`src/design/signed_integer_to_radix_digits_top_defines.svh`:
```
// Assertion macros, clocked on clock and disabled during reset.
`ifndef SIGNED_INTEGER_TO_RADIX_DIGITS_TOP_DEFINES_SVH
`define SIGNED_INTEGER_TO_RADIX_DIGITS_TOP_DEFINES_SVH

`define SIRD_ASSERT_ALWAYS(lbl, expr) \
   lbl: assert property (@(posedge clock) disable iff (reset) (expr)) \
      else $error("assertion failed");

`define SIRD_ASSERT_IMPLIES(lbl, ante, cons) \
   lbl: assert property (@(posedge clock) disable iff (reset) (ante) |-> (cons)) \
      else $error("assertion failed");

`define SIRD_ASSERT_NEXT(lbl, ante, cons) \
   lbl: assert property (@(posedge clock) disable iff (reset) (ante) |=> (cons)) \
      else $error("assertion failed");

`endif

```
`src/design/sird_pkg.sv`:
```
`default_nettype none

package sird_pkg;

   localparam int MAX_RADIX   = 16;
   localparam int RADIX_W     = 5;
   localparam int DIGIT_W     = 4;
   localparam int VALUE_W     = 32;
   localparam int CHAR_W      = 8;
   localparam int STACK_DEPTH = 32;
   localparam int STACK_AW    = 5;
   localparam int CNT_W       = 6;
   localparam int CSR_IDX_W   = 2;
   localparam int CSR_DATA_W  = 64;

   localparam logic [CHAR_W-1:0] SIGN_CHAR = 8'h2D;

   localparam logic [CSR_IDX_W-1:0] CSR_RADIX       = 2'd0;
   localparam logic [CSR_IDX_W-1:0] CSR_DIGITS_LOW  = 2'd1;
   localparam logic [CSR_IDX_W-1:0] CSR_DIGITS_HIGH = 2'd2;

   typedef enum logic [1:0] {
      ST_IDLE,
      ST_MUL,
      ST_CORR,
      ST_EMIT
   } state_type;

   function automatic logic [CHAR_W-1:0] digit_char(
      input logic [DIGIT_W-1:0]    idx,
      input logic [CSR_DATA_W-1:0] lo,
      input logic [CSR_DATA_W-1:0] hi
   );
      logic [CSR_DATA_W-1:0] word;
      word = idx[3] ? hi : lo;
      return word[{idx[2:0], 3'b000} +: CHAR_W];
   endfunction

   function automatic logic char_is_bad(input logic [CHAR_W-1:0] c);
      return c == 8'h2B || c == 8'h2D || c == 8'h0C || c == 8'h09 ||
             c == 8'h0A || c == 8'h0D || c == 8'h0B || c == 8'h20 ||
             c == 8'h00;
   endfunction

   // floor(2^32 / r); quotient estimate is low by at most one
   function automatic logic [VALUE_W-1:0] radix_recip(input logic [RADIX_W-1:0] r);
      logic [VALUE_W-1:0] m;
      case (r)
         5'd2:    m = 32'h8000_0000;
         5'd3:    m = 32'h5555_5555;
         5'd4:    m = 32'h4000_0000;
         5'd5:    m = 32'h3333_3333;
         5'd6:    m = 32'h2AAA_AAAA;
         5'd7:    m = 32'h2492_4924;
         5'd8:    m = 32'h2000_0000;
         5'd9:    m = 32'h1C71_C71C;
         5'd10:   m = 32'h1999_9999;
         5'd11:   m = 32'h1745_D174;
         5'd12:   m = 32'h1555_5555;
         5'd13:   m = 32'h13B1_3B13;
         5'd14:   m = 32'h1249_2492;
         5'd15:   m = 32'h1111_1111;
         5'd16:   m = 32'h1000_0000;
         default: m = '0;
      endcase
      return m;
   endfunction

endpackage

`default_nettype wire

```
`src/design/sird_alpha_check.sv`:
```
`default_nettype none

module sird_alpha_check
   import sird_pkg::*;
(
   input  wire logic [RADIX_W-1:0]    radix,
   input  wire logic [CSR_DATA_W-1:0] digits_low,
   input  wire logic [CSR_DATA_W-1:0] digits_high,
   output logic                       alpha_ok
);

   logic [CHAR_W-1:0] chars [MAX_RADIX];
   logic              in_use [MAX_RADIX];
   logic              bad_any;
   logic              dup_any;
   logic              range_ok;

   always_comb begin
      bad_any = 1'b0;
      dup_any = 1'b0;
      for (int i = 0; i < MAX_RADIX; i++) begin
         chars[i]  = digit_char(DIGIT_W'(i), digits_low, digits_high);
         in_use[i] = RADIX_W'(i) < radix;
      end
      for (int i = 0; i < MAX_RADIX; i++) begin
         bad_any = bad_any | (in_use[i] & char_is_bad(chars[i]));
         for (int j = i + 1; j < MAX_RADIX; j++) begin
            dup_any = dup_any | (in_use[j] & (chars[j] == chars[i]));
         end
      end
      range_ok = (radix >= RADIX_W'(2)) && (radix <= RADIX_W'(MAX_RADIX));
      alpha_ok = range_ok & ~bad_any & ~dup_any;
   end

endmodule

`default_nettype wire

```
`src/design/sird_divider.sv`:
```
`default_nettype none

module sird_divider
   import sird_pkg::*;
(
   input  wire logic                 clock,
   input  wire logic                 mul_en,
   input  wire logic [VALUE_W-1:0]   mag,
   input  wire logic [RADIX_W-1:0]   radix,
   output logic      [VALUE_W-1:0]   quot,
   output logic      [DIGIT_W-1:0]   rem
);

   logic [2*VALUE_W-1:0]       product_ff;
   logic [2*VALUE_W-1:0]       product_in;
   logic [VALUE_W-1:0]         q_est;
   logic [VALUE_W+RADIX_W-1:0] qr;
   logic [VALUE_W-1:0]         rem_raw;
   logic [VALUE_W-1:0]         radix_ext;
   logic                       fix;

   // stage 1: reciprocal multiply
   assign product_in = {{VALUE_W{1'b0}}, mag} *
                       {{VALUE_W{1'b0}}, radix_recip(radix)};

   always_ff @(posedge clock) begin
      if (mul_en) begin
         product_ff <= product_in;
      end
   end

   // stage 2: back-multiply and single correction step
   always_comb begin
      q_est     = product_ff[2*VALUE_W-1:VALUE_W];
      qr        = {{RADIX_W{1'b0}}, q_est} * {{VALUE_W{1'b0}}, radix};
      radix_ext = {{(VALUE_W-RADIX_W){1'b0}}, radix};
      rem_raw   = mag - qr[VALUE_W-1:0];
      fix       = rem_raw >= radix_ext;
      quot      = q_est + {{(VALUE_W-1){1'b0}}, fix};
      rem       = fix ? DIGIT_W'(rem_raw - radix_ext) : rem_raw[DIGIT_W-1:0];
   end

endmodule

`default_nettype wire

```
`src/design/signed_integer_to_radix_digits_top.sv`:
```
// Signed integer to text in a configurable radix.
// csr_we/csr_index/csr_wdata write radix (0), digits_low (1) and
// digits_high (2); write only while the block is idle.
// req_*: one 32-bit signed value per transfer. rsp_*: one character per
// transfer, '-' first for a negative value, digits most significant
// first, rsp_tlast on the final character. An invalid alphabet accepts
// the value and returns nothing.
// Each digit passes through the shared reciprocal-multiply divider in ST_MUL
// (multiply), then ST_CORR (back-multiply and correct); the digit stack
// then gives one character per cycle when the receiver never stalls;
// at most 32 digits at radix 2, 10 at radix 10, 8 at radix 16.
// req_tready is high only in the idle state; the output register holds
// the last character while the next value is accepted.
// A stalled receiver freezes character emission; the divider never waits.
// Reset clears the CSRs (alphabet invalid), state and counters and empties the output.
`default_nettype none

`include "signed_integer_to_radix_digits_top_defines.svh"

module signed_integer_to_radix_digits_top
   import sird_pkg::*;
(
   input  wire logic                  clock,
   input  wire logic                  reset,
   input  wire logic                  csr_we,
   input  wire logic [CSR_IDX_W-1:0]  csr_index,
   input  wire logic [CSR_DATA_W-1:0] csr_wdata,
   input  wire logic                  req_tvalid,
   output logic                       req_tready,
   input  wire logic [VALUE_W-1:0]    req_tdata,   // [31:0] value
   output logic                       rsp_tvalid,
   input  wire logic                  rsp_tready,
   output logic      [CHAR_W-1:0]     rsp_tdata,   // [7:0] character
   output logic                       rsp_tlast    // last
);

   logic [RADIX_W-1:0]    radix_ff;
   logic [CSR_DATA_W-1:0] digits_low_ff;
   logic [CSR_DATA_W-1:0] digits_high_ff;

   state_type          state_ff, state_in;
   logic [VALUE_W-1:0] mag_ff, mag_in;
   logic [CNT_W-1:0]   cnt_ff, cnt_in;
   logic               sign_ff, sign_in;
   logic               rsp_tvalid_ff, rsp_tvalid_in;
   logic [CHAR_W-1:0]  rsp_tdata_ff, rsp_tdata_in;
   logic               rsp_tlast_ff, rsp_tlast_in;

   logic [DIGIT_W-1:0] stack_ff [STACK_DEPTH];
   logic               push;
   logic [CNT_W-1:0]   cnt_dec;

   logic               alpha_ok;
   logic               mul_en;
   logic [VALUE_W-1:0] div_quot;
   logic [DIGIT_W-1:0] div_rem;
   logic               out_free;

   sird_alpha_check u_alpha (
      .radix       (radix_ff),
      .digits_low  (digits_low_ff),
      .digits_high (digits_high_ff),
      .alpha_ok    (alpha_ok)
   );

   sird_divider u_div (
      .clock  (clock),
      .mul_en (mul_en),
      .mag    (mag_ff),
      .radix  (radix_ff),
      .quot   (div_quot),
      .rem    (div_rem)
   );

   always_ff @(posedge clock) begin
      if (reset) begin
         radix_ff       <= '0;
         digits_low_ff  <= '0;
         digits_high_ff <= '0;
      end else if (csr_we) begin
         unique case (csr_index)
            CSR_RADIX:       radix_ff       <= csr_wdata[RADIX_W-1:0];
            CSR_DIGITS_LOW:  digits_low_ff  <= csr_wdata;
            CSR_DIGITS_HIGH: digits_high_ff <= csr_wdata;
            default: ;
         endcase
      end
   end

   always_ff @(posedge clock) begin
      if (reset) begin
         state_ff      <= ST_IDLE;
         cnt_ff        <= '0;
         sign_ff       <= 1'b0;
         rsp_tvalid_ff <= 1'b0;
      end else begin
         state_ff      <= state_in;
         cnt_ff        <= cnt_in;
         sign_ff       <= sign_in;
         rsp_tvalid_ff <= rsp_tvalid_in;
      end
   end

   always_ff @(posedge clock) begin
      mag_ff       <= mag_in;
      rsp_tdata_ff <= rsp_tdata_in;
      rsp_tlast_ff <= rsp_tlast_in;
      if (push) begin
         stack_ff[cnt_ff[STACK_AW-1:0]] <= div_rem;
      end
   end

   assign out_free = ~rsp_tvalid_ff | rsp_tready;
   assign cnt_dec  = cnt_ff - CNT_W'(1);

   always_comb begin
      state_in      = state_ff;
      mag_in        = mag_ff;
      cnt_in        = cnt_ff;
      sign_in       = sign_ff;
      push          = 1'b0;
      mul_en        = 1'b0;
      req_tready    = 1'b0;
      rsp_tvalid_in = rsp_tvalid_ff & ~rsp_tready;
      rsp_tdata_in  = rsp_tdata_ff;
      rsp_tlast_in  = rsp_tlast_ff;
      unique case (state_ff)
         ST_IDLE: begin
            req_tready = 1'b1;
            if (req_tvalid && alpha_ok) begin
               mag_in   = req_tdata[VALUE_W-1] ? (~req_tdata + VALUE_W'(1)) : req_tdata;
               sign_in  = req_tdata[VALUE_W-1];
               cnt_in   = '0;
               state_in = ST_MUL;
            end
         end
         ST_MUL: begin
            mul_en   = 1'b1;
            state_in = ST_CORR;
         end
         ST_CORR: begin
            push     = 1'b1;
            mag_in   = div_quot;
            cnt_in   = cnt_ff + CNT_W'(1);
            state_in = (div_quot == '0) ? ST_EMIT : ST_MUL;
         end
         ST_EMIT: begin
            if (out_free) begin
               rsp_tvalid_in = 1'b1;
               if (sign_ff) begin
                  rsp_tdata_in = SIGN_CHAR;
                  rsp_tlast_in = 1'b0;
                  sign_in      = 1'b0;
               end else begin
                  rsp_tdata_in = digit_char(stack_ff[cnt_dec[STACK_AW-1:0]],
                                            digits_low_ff, digits_high_ff);
                  rsp_tlast_in = (cnt_ff == CNT_W'(1));
                  cnt_in       = cnt_dec;
                  if (cnt_ff == CNT_W'(1)) begin
                     state_in = ST_IDLE;
                  end
               end
            end
         end
         default: state_in = ST_IDLE;
      endcase
   end

   assign rsp_tvalid = rsp_tvalid_ff;
   assign rsp_tdata  = rsp_tdata_ff;
   assign rsp_tlast  = rsp_tlast_ff;

   `SIRD_ASSERT_IMPLIES(a_rem_below_radix, state_ff == ST_CORR, RADIX_W'(div_rem) < radix_ff)
   `SIRD_ASSERT_ALWAYS(a_cnt_bound, cnt_ff <= CNT_W'(STACK_DEPTH))
   `SIRD_ASSERT_ALWAYS(a_emit_nonempty, state_ff != ST_EMIT || cnt_ff != '0)
   `SIRD_ASSERT_NEXT(a_start_divide, req_tvalid && req_tready && alpha_ok, state_ff == ST_MUL)

endmodule

`default_nettype wire

```
`config.mk`:
```
export PLATFORM = sky130hd
export DESIGN_NAME = signed_integer_to_radix_digits_top
export DESIGN_NICKNAME = d
export VERILOG_FILES = /design/src/design/sird_pkg.sv /design/src/design/sird_alpha_check.sv /design/src/design/sird_divider.sv /design/src/design/signed_integer_to_radix_digits_top.sv
export VERILOG_INCLUDE_DIRS = /design/src /design/src/design
export SDC_FILE = /design/constraint.sdc
export NUM_CORES = 2
export LEC_CHECK = 0
export ABC_AREA = 0
export BUFFER_PORTS_ARGS = -buffer_cell sky130_fd_sc_hd__buf_4
export CAP_MARGIN = 20
export CORE_MARGIN = 2
export CORE_UTILIZATION = 43
export CTS_CLUSTER_SIZE = 24
export DETAILED_ROUTE_END_ITERATION = 8
export PLACE_DENSITY = 0.55
export REMOVE_ABC_BUFFERS = 1
export SLEW_MARGIN = 0
export SYNTH_ARGS = -nofsm -noshare
export SYNTH_HDL_FRONTEND = slang
export SYNTH_SLANG_ARGS = --single-unit
export TNS_END_PERCENT = 20
```
`constraint.sdc`:
```
create_clock -name clock -period 10.26 [get_ports clock]
set_input_delay 1.026 -clock clock [delete_from_list [all_inputs] [get_ports clock]]
set_output_delay 1.026 -clock clock [all_outputs]
set_load 0.005 [all_outputs]
```
==> Word level (Yosys, flattened, before mapping) <==
Memory sizes are Yosys's and may differ from the RTL's. A register that Yosys moved wholly into a read port is not among the register bits.
Index checks and enable logic that the tools add are counted.
{ "totals": {"regBits": 248, "ramBits": 128, "rom_bits": 1024, "in_bits": 103, "output_inout_bits": 11, "n_memories": 2} }
{ "memory_table": {"columns": ["name", "depth", "word_bits", "rd", "rd_ports_with_merged_regs", "write_ports", "line_no", "text"], "rows": [
  ["(no name shown)", 32, 32, 1, 1, 0, "sird_pkg.sv:48", "case (r)"],
  ["stack_ff", 32, 4, 1, 0, 1, "signed_integer_to_radix_digits_top.sv:49", "logic [DIGIT_W-1:0] stack_ff [STACK_DEPTH];"]
]} }
{ "op_classes": {"add_sub_neg": 6, "n_mul": 2, "order_cmp": 19, "n_eq_ne": 258, "n_shift": 1, "n_mux": 27, "n_bitwise": 279, "reduce_logical": 160} }
{ "ops": {"columns": ["op", "count"], "rows": [
  ["$eq A8 B8 Y1", 120],
  ["$eq A8 B4 Y1 const B", 80],
  ["$eq A8 B6 Y1 const B", 48],
  ["$and A1 B1 Y1", 139],
  ["$or A1 B1 Y1", 135],
  ["$logic_not A8 Y1", 16],
  ["$logic_or A1 B1 Y1", 128],
  ["$mul A32 B32 Y64", 1],
  ["$mux W32", 2],
  ["$mux W64", 1],
  ["$pmux W32 S2", 1],
  ["$shiftx A64 B7 Y8", 1],
  ["$lt A4 B5 Y1 const A", 8],
  ["$add A32 B1 Y32", 1],
  ["$add A32 B1 Y32 const B", 1],
  ["$ge A32 B5 Y1", 1],
  ["$logic_not A32 Y1", 1],
  ["$mul A32 B5 Y32", 1],
  ["$not A32 Y32", 1],
  ["$sub A32 B32 Y32", 1],
  ["$lt A3 B5 Y1 const A", 4],
  ["$mux W6", 3],
  ["$pmux W6 S3", 1],
  ["$lt A1 B5 Y1 const A", 2],
  ["other kinds (24)", 55]
]} }

==> Logic depth before layout (Yosys ltp) <==
{ "depth": {"word_depth": 126, "mapped_depth": 40} }

==> By module <==
Synthesis repeated with hierarchy kept, for this count alone.
{ "unflattened": {"hier_cells": 7257, "area_unflattened_um2": 65336.4} }
{ "modules_own_cells": {"columns": ["mod", "n_inst", "cells_each", "area_each_um2", "seq_area_each_um2"], "rows": [
  ["sird_divider", 1, 4132, 38333.0, 960.9],
  ["signed_integer_to_radix_digits_top", 1, 1368, 13912.1, 7937.6],
  ["sird_alpha_check", 1, 1757, 13091.3, 0.0]
]} }

==> Worst setup path after synthesis <==
OpenSTA, ideal clock, no wires.
{ "synth_timing": {"kind": "register -> register", "start": "register mag_ff[19]", "end": "register u_div.product_ff[58], data pin", "setup_time_ns": 0.258, "arrival_ns": 7.408, "required_time_ns": 10.002, "setup_slack_ns": 2.594, "path_stages_with_launch": 29, "path_buffers": 1, "path_cell_list": "edfxtp_1 > clkbuf_1 > and2_1 > fa_1 > fa_1 > inv_1 > fa_1 > inv_1 > fa_1 > inv_1 > fa_1 > inv_1 > fa_1 > fa_1 > inv_1 > fa_1 > inv_1 > ha_1 > and4_1 > and3_1 > a221oi_1 > a31oi_1 > o311ai_1 > o2111ai_1 > a31oi_1 > o21ai_1 > a21o_1 > a21oi_1 > xnor2_1"} }
{ "synth_via": {"elab_chain_cells": 1} }
{ "synth_lines": {"columns": ["item", "line_no", "text"], "rows": [
  ["start, declared", "signed_integer_to_radix_digits_top.sv:42", "logic [VALUE_W-1:0] mag_ff, mag_in;"],
  ["start signal, assigned", "signed_integer_to_radix_digits_top.sv:105", "mag_ff <= mag_in;"],
  ["$mul A32 B32 Y64", "sird_divider.sv:23", "assign product_in = {{VALUE_W{1'b0}}, mag} *"],
  ["net u_div.product_in[58]", "sird_divider.sv:15", "logic [2*VALUE_W-1:0] product_in;"],
  ["end signal, assigned", "sird_divider.sv:28", "product_ff <= product_in;"],
  ["end, declared", "sird_divider.sv:14", "logic [2*VALUE_W-1:0] product_ff;"]
]} }
The timed path passes the listed nets, and every way through them passes these cells.
A chain may end at the register's enable or synchronous reset.

==> Worst setup path in the final report <==
{ "layout_timing": {"start": "register u_div.product_ff[35]", "end": "register state_ff[1]"} }
{ "layout_via": {"elab_chain_cells": 7} }
{ "layout_lines": {"columns": ["item", "line_no", "text"], "rows": [
  ["$mul A32 B5 Y32", "sird_divider.sv:35", "qr = {{RADIX_W{1'b0}}, q_est} * {{VALUE_W{1'b0}}, radix};"],
  ["$sub A32 B32 Y32", "sird_divider.sv:37", "rem_raw = mag - qr[VALUE_W-1:0];"],
  ["$ge A32 B5 Y1", "sird_divider.sv:38", "fix = rem_raw >= radix_ext;"],
  ["$add A32 B1 Y32 (*)", "sird_divider.sv:39", "quot = q_est + {{(VALUE_W-1){1'b0}}, fix};"],
  ["$logic_not A32 Y1 (*)", "signed_integer_to_radix_digits_top.sv:145", "state_in = (div_quot == '0) ? ST_EMIT : ST_MUL;"],
  ["$mux W2 (*)", "signed_integer_to_radix_digits_top.sv:145", null],
  ["$pmux W2 S4 (*)", "signed_integer_to_radix_digits_top.sv:127", "unique case (state_ff)"],
  ["end signal, assigned", "signed_integer_to_radix_digits_top.sv:97", "state_ff <= state_in;"],
  ["end, declared", "signed_integer_to_radix_digits_top.sv:41", "state_type state_ff, state_in;"]
]} }
Every way passes the cells marked *; elsewhere a longest branch is shown, timed or not.

==> impl_metrics.ini <==
[run_status]
status = finished clean

[synth]
synth_top_cell_area_share_pct = 30.8
post_synth_xor_area_fraction_pct = 14.8
synth_simple_gate_area_share_pct = 15.3
compound_gate_fraction_of_synth_area_pct = 6.52
register_area_share_after_synthesis_pct = 14.3
synth_largest_area_cell = sky130_fd_sc_hd__fa_1
ys_types = 89
synth_area_leaders = sky130_fd_sc_hd__fa_1 (31%), sky130_fd_sc_hd__edfxtp_1 (9.2%), sky130_fd_sc_hd__xnor2_1 (8.0%)
postSynthRegisterBits = 366
synth_top_cells_by_count = sky130_fd_sc_hd__inv_1 (1,125), sky130_fd_sc_hd__fa_1 (1,007), sky130_fd_sc_hd__nand2_1 (787)
cells_after_synthesis = 7220
adder_and_majority_gate_portion_of_the_synthesized_area_pct = 36.8
syn_area_per_cell_sq_um = 9.06
synth-async-reset-ratio_pct = 0
yosys-mux-area-fraction_pct = 2.25
ys_dominant_reg_cell = sky130_fd_sc_hd__edfxtp_1
mappedNetlistArea_sq_um = 65400
synth_edf_count = 201
synth.most_common_cell = sky130_fd_sc_hd__inv_1
largest_family_of_logic_cells_by_synthesized_area = adder cells
synth_warnings = 0

[setup_path]
cpMaxStageDelayCell = sky130_fd_sc_hd__nor4_1
worst-endpoint-required_ns = 10.81
crit_fanout = 12
setup.worst_path.end_class = flip-flop
critical_path_buf_inv_count = 2
setup.worst_path.class = flip-flop to flip-flop
timing.critical_path.max_delay_family = simple AND/OR/NAND/NOR gates
crit_path_max_incr_delay_ns = 0.70
crit_path_start_kind = flip-flop
critPathArrivalTime_ns = 10.16
setup.reg_to_reg.worst_slack_ns = 0.65
cp_common_cell = sky130_fd_sc_hd__nand3_1

[placed_design]
place_congestion = 0.977
place.port_buffers = 113
hpwl_mm = 177

[global_route]
grt_pass1_wl_mm = 353
grt_start_max_net_pins = 93
antenna_found_initial = 14
globalRouteOverflowTotal = 0
grt_overall_usage_pct = 30.4
grt_pass1_vias = 53500

[timing]
clock_skew_ns = 0.0461
report.final.hold_viol_count = 0
setup_repair_after_global_routing_missed_its_margin = false
setup-tns-final_ns = 0
finalCriticalPeriod_ns = 9.61
tightest_slew_ns = 1.22
f_max_ghz = 0.104
finalMaxSlewViolations = 0
slew_headroom_pct = 18.3
report.final.setup_viol = 0
period_share_pct = 93.7

[route]
initialDrtViolationCount = 5285
post_drt_via_cell_ratio = 5.66
drt.antenna.violating_nets = 0
drt-pass1-iter-count = 5
total_drc_errors_in_the_routed_layout = 0
routed-via-count = 51600
totalWireLength_mm = 237
avgRoutedWirePerCell_um = 26.0

[die]
floorplan.initialDensity_pct = 43.2
floorplan.core_area_sq_um = 152000
top_level_ports = 114
rows = 143
chipWidth_um = 394
die-area_sq_um = 155000
chipHeight_um = 394

[clock_tree]
ctsRootBufferMaster = sky130_fd_sc_hd__clkbuf_16
numCtsBuffers = 42
clock_tree_from_tritoncts = built
worst_setup_hold_path_clk_slew_ns = 0.06
htree_levels = 2
clock_sinks = 366
post_cts.repair.setup_buffers = 0
clk_latency_ns = 0.63
cts_repair_resize_count = 0
cts_hold_bufs = 0
max-clock-path-buffers = 3

[power]
internal_power_uw = 3270
netSwitchingFraction_pct = 36.6
total_leakage_power_uw = 0.0323
vdd.ir_drop.worst_uv = 145
power.share.clock_pct = 32.7
switching_power_uw = 1890
total_power_uw = 5160
sequentialPowerShare_pct = 32.0
p_per_area_nw_per_um2 = 73.8
comb_power_share_pct = 35.4

[finish]
flow.area_growth_from_synthesis_pct = 6.90
seq_area_sq_um = 9360
multiInputGateArea_sq_um = 49500
layout-drive-gt1-share_pct = 7.20
fillerInstances = 14800
final_net_count = 8473

[job]
max-cap-violations = 0

[worst_hold_path]
holdCritPathClass = flip-flop to flip-flop
==> final cells by class <==
| class | count | share of cell area [%] |
|---|---|---|
| Inverter | 1128 | 6.06 |
| Clock buffer | 50 | 1.59 |
| Sequential cell | 366 | 13.4 |
| Clock inverter | 27 | 0.567 |
| Antenna cell | 4 | 0.0143 |
| Timing Repair Buffer | 335 | 3.90 |
| Multi-Input combinational cell | 5180 | 70.9 |
| Tap cell | 2030 | 3.63 |
==> kinds of logic (layout without fill, tap and decap cells) <==
kind of cell | Yosys count | in the layout
AO/OA/AOI/OAI | 686 | 686
buffers and inverters | 1674 | 1540
flip-flops | 366 | 366
adder cells (fa/ha/maj) | 1317 | 1317
other | 0 | 4
XOR/XNOR | 1105 | 1105
AND/OR/NAND/NOR | 1977 | 1977
multiplexers | 95 | 95
==> state kept, by name, indices dropped and copies added (netlist names), 2 cells and up, named ones only <==
| register | count |
|---|---|
| rsp_tdata | 8 |
| radix_ff | 5 |
| state_ff | 2 |
| stack_ff | 128 |
| digits_low_ff | 64 |
| u_div.product_ff | 32 |
| cnt_ff | 6 |
| mag_ff | 32 |
| digits_high_ff | 64 |
==> tightest hold or removal path, cell delays in order, from the launching register on <==
cell and delay [ns]:
sky130_fd_sc_hd__dfxtp_1 0.31, sky130_fd_sc_hd__nand2_1 0.05, sky130_fd_sc_hd__a21oi_1 0.05
==> cell usage in the layout (no fill, tap or decap), types with 152 or more instances in the layout <==
master,synthesis,final
sky130_fd_sc_hd__a21oi_1,296,296
sky130_fd_sc_hd__and2_1,442,442
sky130_fd_sc_hd__buf_4,7,324
sky130_fd_sc_hd__dfxtp_1,165,152
sky130_fd_sc_hd__edfxtp_1,201,201
sky130_fd_sc_hd__fa_1,1007,1007
sky130_fd_sc_hd__ha_1,310,310
sky130_fd_sc_hd__inv_1,1125,1125
sky130_fd_sc_hd__nand2_1,787,787
sky130_fd_sc_hd__xnor2_1,601,601
sky130_fd_sc_hd__xor2_1,502,502
==> path summary, 6_finish.rpt <==
| kind | start | end | cells past startpoint |
|---|---|---|---|
| setup / recovery | u_div.product_ff[35]$_DFFE_PN_ | state_ff[1]$_SDFFE_PP0P_ | 33 |
| hold / removal | digits_high_ff[22]$_SDFFE_PP0P_ | digits_high_ff[22]$_SDFFE_PP0P_ | 2 |
| setup reg to reg | u_div.product_ff[35]$_DFFE_PN_ | state_ff[1]$_SDFFE_PP0P_ | 33 |
| hold reg to reg | digits_high_ff[22]$_SDFFE_PP0P_ | digits_high_ff[22]$_SDFFE_PP0P_ | 2 |
==> per-layer routing <==
| metal | track usage (%) | part of all wire, % | up-vias |
|---|---|---|---|
| li1 | - | - | 22400 |
| met1 | 41.5 | 41 | 26100 |
| met2 | 48.0 | 45 | 2459 |
| met3 | 5.06 | 8.6 | 615 |
| met4 | 12.5 | 4.9 | 12 |
| met5 | 0 | 0.082 | - |
==> power groups by stage <==
stage | clock network [uW] | registers [uW] | logic (uW)
6_report | 1690 | 1650 | 1820
5_1_grt | 1770 | 1650 | 1990
4_1_cts | 1710 | 1650 | 1780
3_5_place_dp | 0 | 1680 | 1770
3_3_place_gp | 0 | 1680 | 1750
2_1_floorplan | 0 | 1740 | 1080
==> stage by stage <==
stage / cells / worst slack (ns) / area, sq um / util (%) / hold WS, ns
after floorplan: 6674 / 0.405 / 63000 / - / 0.538
after global placement: 9029 / 1.13 / 68100 / 44.9 / 0.443
after detailed placement: 9033 / 1.04 / 68200 / 45.0 / 0.448
after CTS: 9110 / 0.982 / 69700 / 46.0 / 0.456
after global routing: 9118 / 0.0224 / 69900 / 46.1 / 0.473
final: 9120 / 0.650 / 69900 / 46.1 / 0.454
(Power assumes the default switching activity.)
